### src/hdl/impq_pkg.sv
// Shared types, constants and the entry ordering function for the indexed min-priority queue.
`default_nettype none

package impq_pkg;

   // sizing
   localparam int MAX_ENTRIES = 64;
   localparam int KEY_BITS    = 16;
   localparam int KEY_W       = 16;
   localparam int IDENT_W     = 6;
   localparam int IDENT_SPACE = 64;
   localparam int OCC_W       = 7;
   localparam int CNT_W       = $clog2(MAX_ENTRIES + 1);

   // command codes
   localparam logic [1:0] CMD_INSERT = 2'd0;
   localparam logic [1:0] CMD_REMOVE = 2'd1;
   localparam logic [1:0] CMD_POP    = 2'd2;

   // one queue entry held by a cell
   typedef struct packed {
      logic                valid;
      logic [KEY_BITS-1:0] key;
      logic [IDENT_W-1:0]  ident;
   } entry_type;

   localparam entry_type EMPTY_ENTRY = '{valid: 1'b0, key: '0, ident: '0};

   // operation broadcast to the cell row
   typedef enum logic [1:0] {
      OP_HOLD,
      OP_INSERT,
      OP_REMOVE,
      OP_POP
   } op_type;

   typedef struct packed {
      op_type              op;
      logic [KEY_BITS-1:0] key;
      logic [IDENT_W-1:0]  ident;
   } ctl_type;

   // controller states
   typedef enum logic {
      ST_IDLE,
      ST_EXEC
   } state_type;

   // a orders before b: smaller key, ties broken by lower identifier
   function automatic logic before_fn(input logic [KEY_BITS-1:0] ka,
                                      input logic [IDENT_W-1:0]  ia,
                                      input logic [KEY_BITS-1:0] kb,
                                      input logic [IDENT_W-1:0]  ib);
      return (ka < kb) || ((ka == kb) && (ia < ib));
   endfunction

endpackage

`default_nettype wire

### src/hdl/impq_cell.sv
// One cell of the sorted entry row: holds an entry and shifts with its neighbors.
`default_nettype none

module impq_cell import impq_pkg::*; (
   input  wire logic      clock,
   input  wire logic      reset,
   input  wire ctl_type   ctl,
   input  wire entry_type left_entry,
   input  wire logic      left_flag,
   input  wire entry_type right_entry,
   output entry_type      entry_q,
   output logic           flag
);

   entry_type entry_ff;
   entry_type entry_in;

   // broadcast word orders before this entry (empty cells act as +infinity)
   assign flag = !entry_ff.valid ||
                 before_fn(ctl.key, ctl.ident, entry_ff.key, entry_ff.ident);

   // next entry
   always_comb begin
      entry_in = entry_ff;
      case (ctl.op)
         OP_INSERT: begin
            // everything at or after the insert point moves right by one
            if (left_flag) begin
               entry_in = left_entry;
            end else if (flag) begin
               entry_in = '{valid: 1'b1, key: ctl.key, ident: ctl.ident};
            end
         end
         OP_REMOVE: begin
            // the target and all entries after it move left by one
            if (flag || (entry_ff.valid && (entry_ff.ident == ctl.ident))) begin
               entry_in = right_entry;
            end
         end
         OP_POP: begin
            entry_in = right_entry;
         end
         default: begin
            entry_in = entry_ff;
         end
      endcase
   end

   always_ff @(posedge clock) begin
      if (reset) begin
         entry_ff.valid <= 1'b0;
      end else begin
         entry_ff <= entry_in;
      end
   end

   assign entry_q = entry_ff;

endmodule

`default_nettype wire

### config.mk
export PLATFORM = sky130hd
export DESIGN_NAME = impq_cell
export DESIGN_NICKNAME = d
export VERILOG_FILES = /design/src/hdl/impq_pkg.sv /design/src/hdl/impq_cell.sv
export SDC_FILE = /design/constraint.sdc
export NUM_CORES = 1
export LEC_CHECK = 0
export ABC_AREA = 1
export BUFFER_PORTS_ARGS = -buffer_cell sky130_fd_sc_hd__buf_2
export CAP_MARGIN = 40
export CORE_MARGIN = 1
export CORE_UTILIZATION = 49
export DETAILED_ROUTE_END_ITERATION = 6
export PLACE_DENSITY_LB_ADDON = 0.08
export SYNTH_ARGS = -nofsm -noshare
export SYNTH_HDL_FRONTEND = slang
export SYNTH_SLANG_ARGS = --single-unit
### constraint.sdc
create_clock -name clock -period 4.03 [get_ports clock]
set_input_delay 0.403 -clock clock [delete_from_list [all_inputs] [get_ports clock]]
set_output_delay 0.403 -clock clock [all_outputs]
set_load 0.05 [all_outputs]
== Yosys cells after proc, flatten, opt, wreduce, memory -nomap -nowiden ==
Index checks and enable logic that the tools add are counted.
Word-level totals
  flip-flop bits (word level): 23
  latch bits: 0
  memory bits (writable): 0
  ROM bits: 0
  bits of input ports: 73
  output and inout bits: 24
  logic and storage cells: 26
  memories: 0
Cells by class
  add/subtract/negate cells: 0
  multipliers: 0
  divide/modulo/power cells: 0
  order comparisons: 2
  equality and inequality tests: 7
  shift operators: 0
  mux-type cells: 4
  bitwise logic cells: 1
  reductions and logical operators: 9
Operator list (count)
  2-to-1 mux 23 bit: 3
  one-hot mux 23 bit (3 select lines): 1
  == test 16 bit: 1
  less-than comparator 16 bit: 1
  == test 6 bit: 1
  less-than comparator 6 bit: 1
  == test 2 bit (second input constant): 2
  AND reduction 4 bit: 1
  logical OR 1 bit: 3
  != test 3 bit (second input constant): 1
  AND reduction 3 bit: 1
  nonzero test 3 bit: 1
  == test 2 x 1 -> 1 bit (second input constant): 1
  logical AND 1 bit: 2
  != test 2 bit (second input constant): 1
  zero test 1 bit: 1
  NOT 1 bit: 1

== Longest topological paths before layout ==
  depth in word-level cells: 7
  gate-level depth with buffers: 16
  gate-level depth less buffers: 16

== Least setup slack after synthesis ==
OpenSTA, ideal clock, no wires.
  path kind: reg2reg
  start point: register entry_ff (netlist bit entry_q[13])
  end point: register entry_ff (netlist bit entry_q[0]) (enable)
  library setup time: 401 ps
  data arrival time: 2569 ps
  required time: 3629 ps
  slack: 1061 ps
  stages on the path, launching flop included: 11
  buffers on the path: 0
  clock period less this slack: 2969 ps
  path through: edfxtp_1 -> inv_1 -> ha_1 -> nand2_1 -> nor2_2 -> nand3_1 -> nor2_2 -> a21oi_2 -> nand3_1 -> nand3_2 -> nor2_1
Between the ends
  longest elaborated chain between the ends: 7
  elaborated cells between the ends (all ways): 9
  classes of those cells: order compare: 1; eq/ne: 3; reduce/logical: 5
Ends and longest elaborated chain
  from (decl): line impq_cell.sv:15  | entry_type entry_ff;
  from (signal assigned): line impq_cell.sv:53  | entry_ff <= entry_in;
  parallel branches: the longest is 2 deep, another holds less-than comparator 16 bit
  logical OR 1 bit (*): line impq_pkg.sv:54  | return (ka < kb) || ((ka == kb) && (ia < ib));
  logical OR 1 bit (*): line impq_cell.sv:19  | assign flag = !entry_ff.valid ||
  logical OR 1 bit: line impq_cell.sv:36  | if (flag || (entry_ff.valid && (entry_ff.ident == ctl.ident))) begin
  != test 2 bit (no line)
  AND reduction 4 bit (no line) (*)
Mark *: on every way between the ends.
A chain may end at the register's enable or synchronous reset.

== Worst setup path after layout ==
  start point: register entry_ff (netlist bit entry_q[21])
  end point: register entry_ff (netlist bit entry_q[6]) (enable)
The elaborated chain is that of the path after synthesis.

==> impl_metrics.json <==
{
  "cp_max_fo": 17,
  "setup_slack_ns": 1.69,
  "rsz0062_at_grt": "false",
  "fmaxAchievable_mhz": 427,
  "synth_nets": 334,
  "vias": 1839,
  "worstPathArrival_ns": 2.36,
  "synth_top_area_frac": 0.367,
  "setup_violations": 0,
  "cts_buffer_depth": 2,
  "wire_per_inst_um": 11.4,
  "yosys_warnings": 0,
  "worst_setup_path_start_kind": "flop",
  "overflow": 0,
  "p_clk_frac": 0.167,
  "die_w_um": 62.6,
  "slew_headroom": 0.648,
  "drc_errors": 0,
  "cts_root_buf": "clkbuf_4",
  "run_status": "completed",
  "grt_pass1_wl_um": 7490,
  "gp_congestion": 0.826,
  "hold_violations": 0,
  "core.rowCount": 21,
  "drv_slew": 0,
  "clock_latency_ns": 0.31,
  "via_per_inst": 4.88,
  "power_density_nw_per_um2": 276,
  "skew_ns": 0.00369,
  "finalSetupTns_ns": 0,
  "dieArea_um2": 3920,
  "avgSynthCellArea_um2": 7.53,
  "critPathKind": "flop to flop",
  "synth-edff-count": 22,
  "intPower_mw": 0.407,
  "grt_pass1_vias": 1743,
  "syn_area_um2": 1800,
  "drt-initial-drc-count": 71,
  "core-area_um2": 3420,
  "power.switching_mw": 0.240,
  "path_clk_slew_ns": 0.12,
  "drive_gt1_frac": 0.335,
  "hp-class": "primary input to flop",
  "switching_share": 0.371,
  "ctsHtreeMaxLevel": 1,
  "antenna_found_initial": 0,
  "worstMarginPinSlew_ns": 0.528,
  "cts_tree": "yes",
  "ys_top_cells_by_count": "a21oi_1 (54), nand2_1 (49), inv_1 (33)",
  "hold_depth": 4,
  "ff2ff_path_depth": 10,
  "stdcell_area_um2": 2340,
  "pin_count": 97,
  "synthCells": 239,
  "final_core_utilization": 0.685,
  "wl_met2_um": 2090,
  "cts_buffers": 3,
  "dieHeight_um": 62.6,
  "fin_nets": 427,
  "insertedDiodeCount": 0,
  "fin_crit_ns": 2.34,
  "required_ns": 4.05,
  "fillers": 335,
  "post_cts_resized": 0,
  "power_frac_comb": 0.378,
  "start_util": 0.527,
  "ant_nets": 0,
  "largest_register_ff_count": 23,
  "wl_met1_um": 1990,
  "grt_start_max_net_pins": 27,
  "place_area_um2": 2310,
  "post_cts_buffers": 0,
  "grt_use_total": 0.239,
  "first_pass_iters": 4,
  "synth_top_area_cell": "edfxtp_1",
  "wl_um": 4310,
  "ys_ff_latch": 23,
  "ir_drop_v": 0.000251,
  "yosysUniqueCellTypes": 23,
  "area_delta_synth_final_pct": 30.0,
  "seq_power_share": 0.455,
  "synthArstFlopShare": 0,
  "synth.area.top_cells": "edfxtp_1 (37%), ha_1 (15%), a21oi_1 (15%), nand2_1 (10%), inv_1 (6.9%)",
  "port_buffers": 96,
  "cts.sinks": 23,
  "hold_buffers": 0,
  "dp_slack_ns": 1.54,
  "fin_crit_sh": 0.581,
  "maxCapViolCount": 0,
  "ys.flop_type": "edfxtp_1",
  "highest_layer": "met4",
  "leakage_nw": 1.26,
  "post-synth-top-count-cell": "a21oi_1",
  "cp-end-kind": "flop",
  "dp_hpwl_um": 3230,
  "wl_met3_um": 207,
  "yosysSeqAreaShare": 0.378
}
final cells by class:
cell class / count / area [um^2] / share of cell area
flip-flops and latches: 23 / 681 / 0.291
repair buffers: 97 / 488 / 0.209
well taps: 46 / 57.6 / 0.0246
multi-input cells: 170 / 948 / 0.405
clock buffers: 4 / 26.3 / 0.0112
inverters: 37 / 139 / 0.0594
cells in the final DEF (no fill, tap or decap):
| cell | Yosys | final |
|---|---|---|
| nor2_4 | 1 | 1 |
| nor2_1 | 30 | 29 |
| clkbuf_4 | 0 | 3 |
| inv_2 | 3 | 3 |
| o21ai_1 | 1 | 1 |
| nand2_1 | 49 | 49 |
| nand3_1 | 2 | 2 |
| nand3_2 | 1 | 1 |
| a21oi_2 | 1 | 1 |
| clkbuf_1 | 7 | 1 |
| dfxtp_1 | 1 | 1 |
| o21a_1 | 1 | 1 |
| clkinv_1 | 1 | 1 |
| inv_1 | 33 | 33 |
| nand2_2 | 2 | 2 |
| edfxtp_1 | 22 | 22 |
| buf_2 | 1 | 96 |
| o21ai_0 | 1 | 1 |
| nand4_1 | 2 | 2 |
| ha_1 | 22 | 22 |
| buf_4 | 0 | 1 |
| nor2_2 | 2 | 3 |
| a41oi_1 | 1 | 1 |
| a21oi_1 | 54 | 54 |
critical path, stage by stage, from the launching register on:
cell,delay (ns)
edfxtp_1,0.42
inv_1,0.07
ha_1,0.24
a21oi_1,0.16
o21ai_0,0.12
a21oi_1,0.15
nand2_1,0.11
nand3_1,0.12
nand3_2,0.10
nor2_2,0.25
buf_4,0.32
cells by family after synthesis:
logic type               share of synthesized area
AO/OA/AOI/OAI                                0.170
flip-flops                                   0.378
buffers and inverters                       0.0966
AND/OR/NAND/NOR                              0.203
adder cells (fa/ha/maj)                      0.153
path summary, 6_finish.rpt:
check	start	endpoint	slack, ns
hold / removal	reset	entry_q[22]$_SDFFE_PP0P_	0.35
setup / recovery	entry_q[21]$_DFFE_PP_	entry_q[6]$_DFFE_PP_	1.69
hold reg to reg	entry_q[22]$_SDFFE_PP0P_	entry_q[22]$_SDFFE_PP0P_	0.59
setup reg to reg	entry_q[21]$_DFFE_PP_	entry_q[6]$_DFFE_PP_	1.69
stage by stage:
stage	hold slack, ns	power (mW)	std cells
after floorplan	0.547	0.466	239
after global placement	0.567	0.541	373
after detailed placement	0.559	0.544	373
after CTS	0.338	0.650	377
after global routing	0.360	0.692	377
final	0.348	0.647	377
metal layers:
layer	vias to the layer above	track usage
met5	-	0
met1	807	0.313
met4	0	0.0436
met3	2	0.0383
li1	972	-
met2	58	0.418
power by group through the flow:
stage | Clock, mW | Sequential [mW] | Combinational, mW
2_1_floorplan | 0 | 0.361 | 0.105
3_3_place_gp | 0 | 0.300 | 0.241
3_5_place_dp | 0 | 0.300 | 0.244
4_1_cts | 0.111 | 0.294 | 0.245
5_1_grt | 0.120 | 0.297 | 0.275
6_report | 0.108 | 0.294 | 0.244
(Power assumes the default switching activity.)
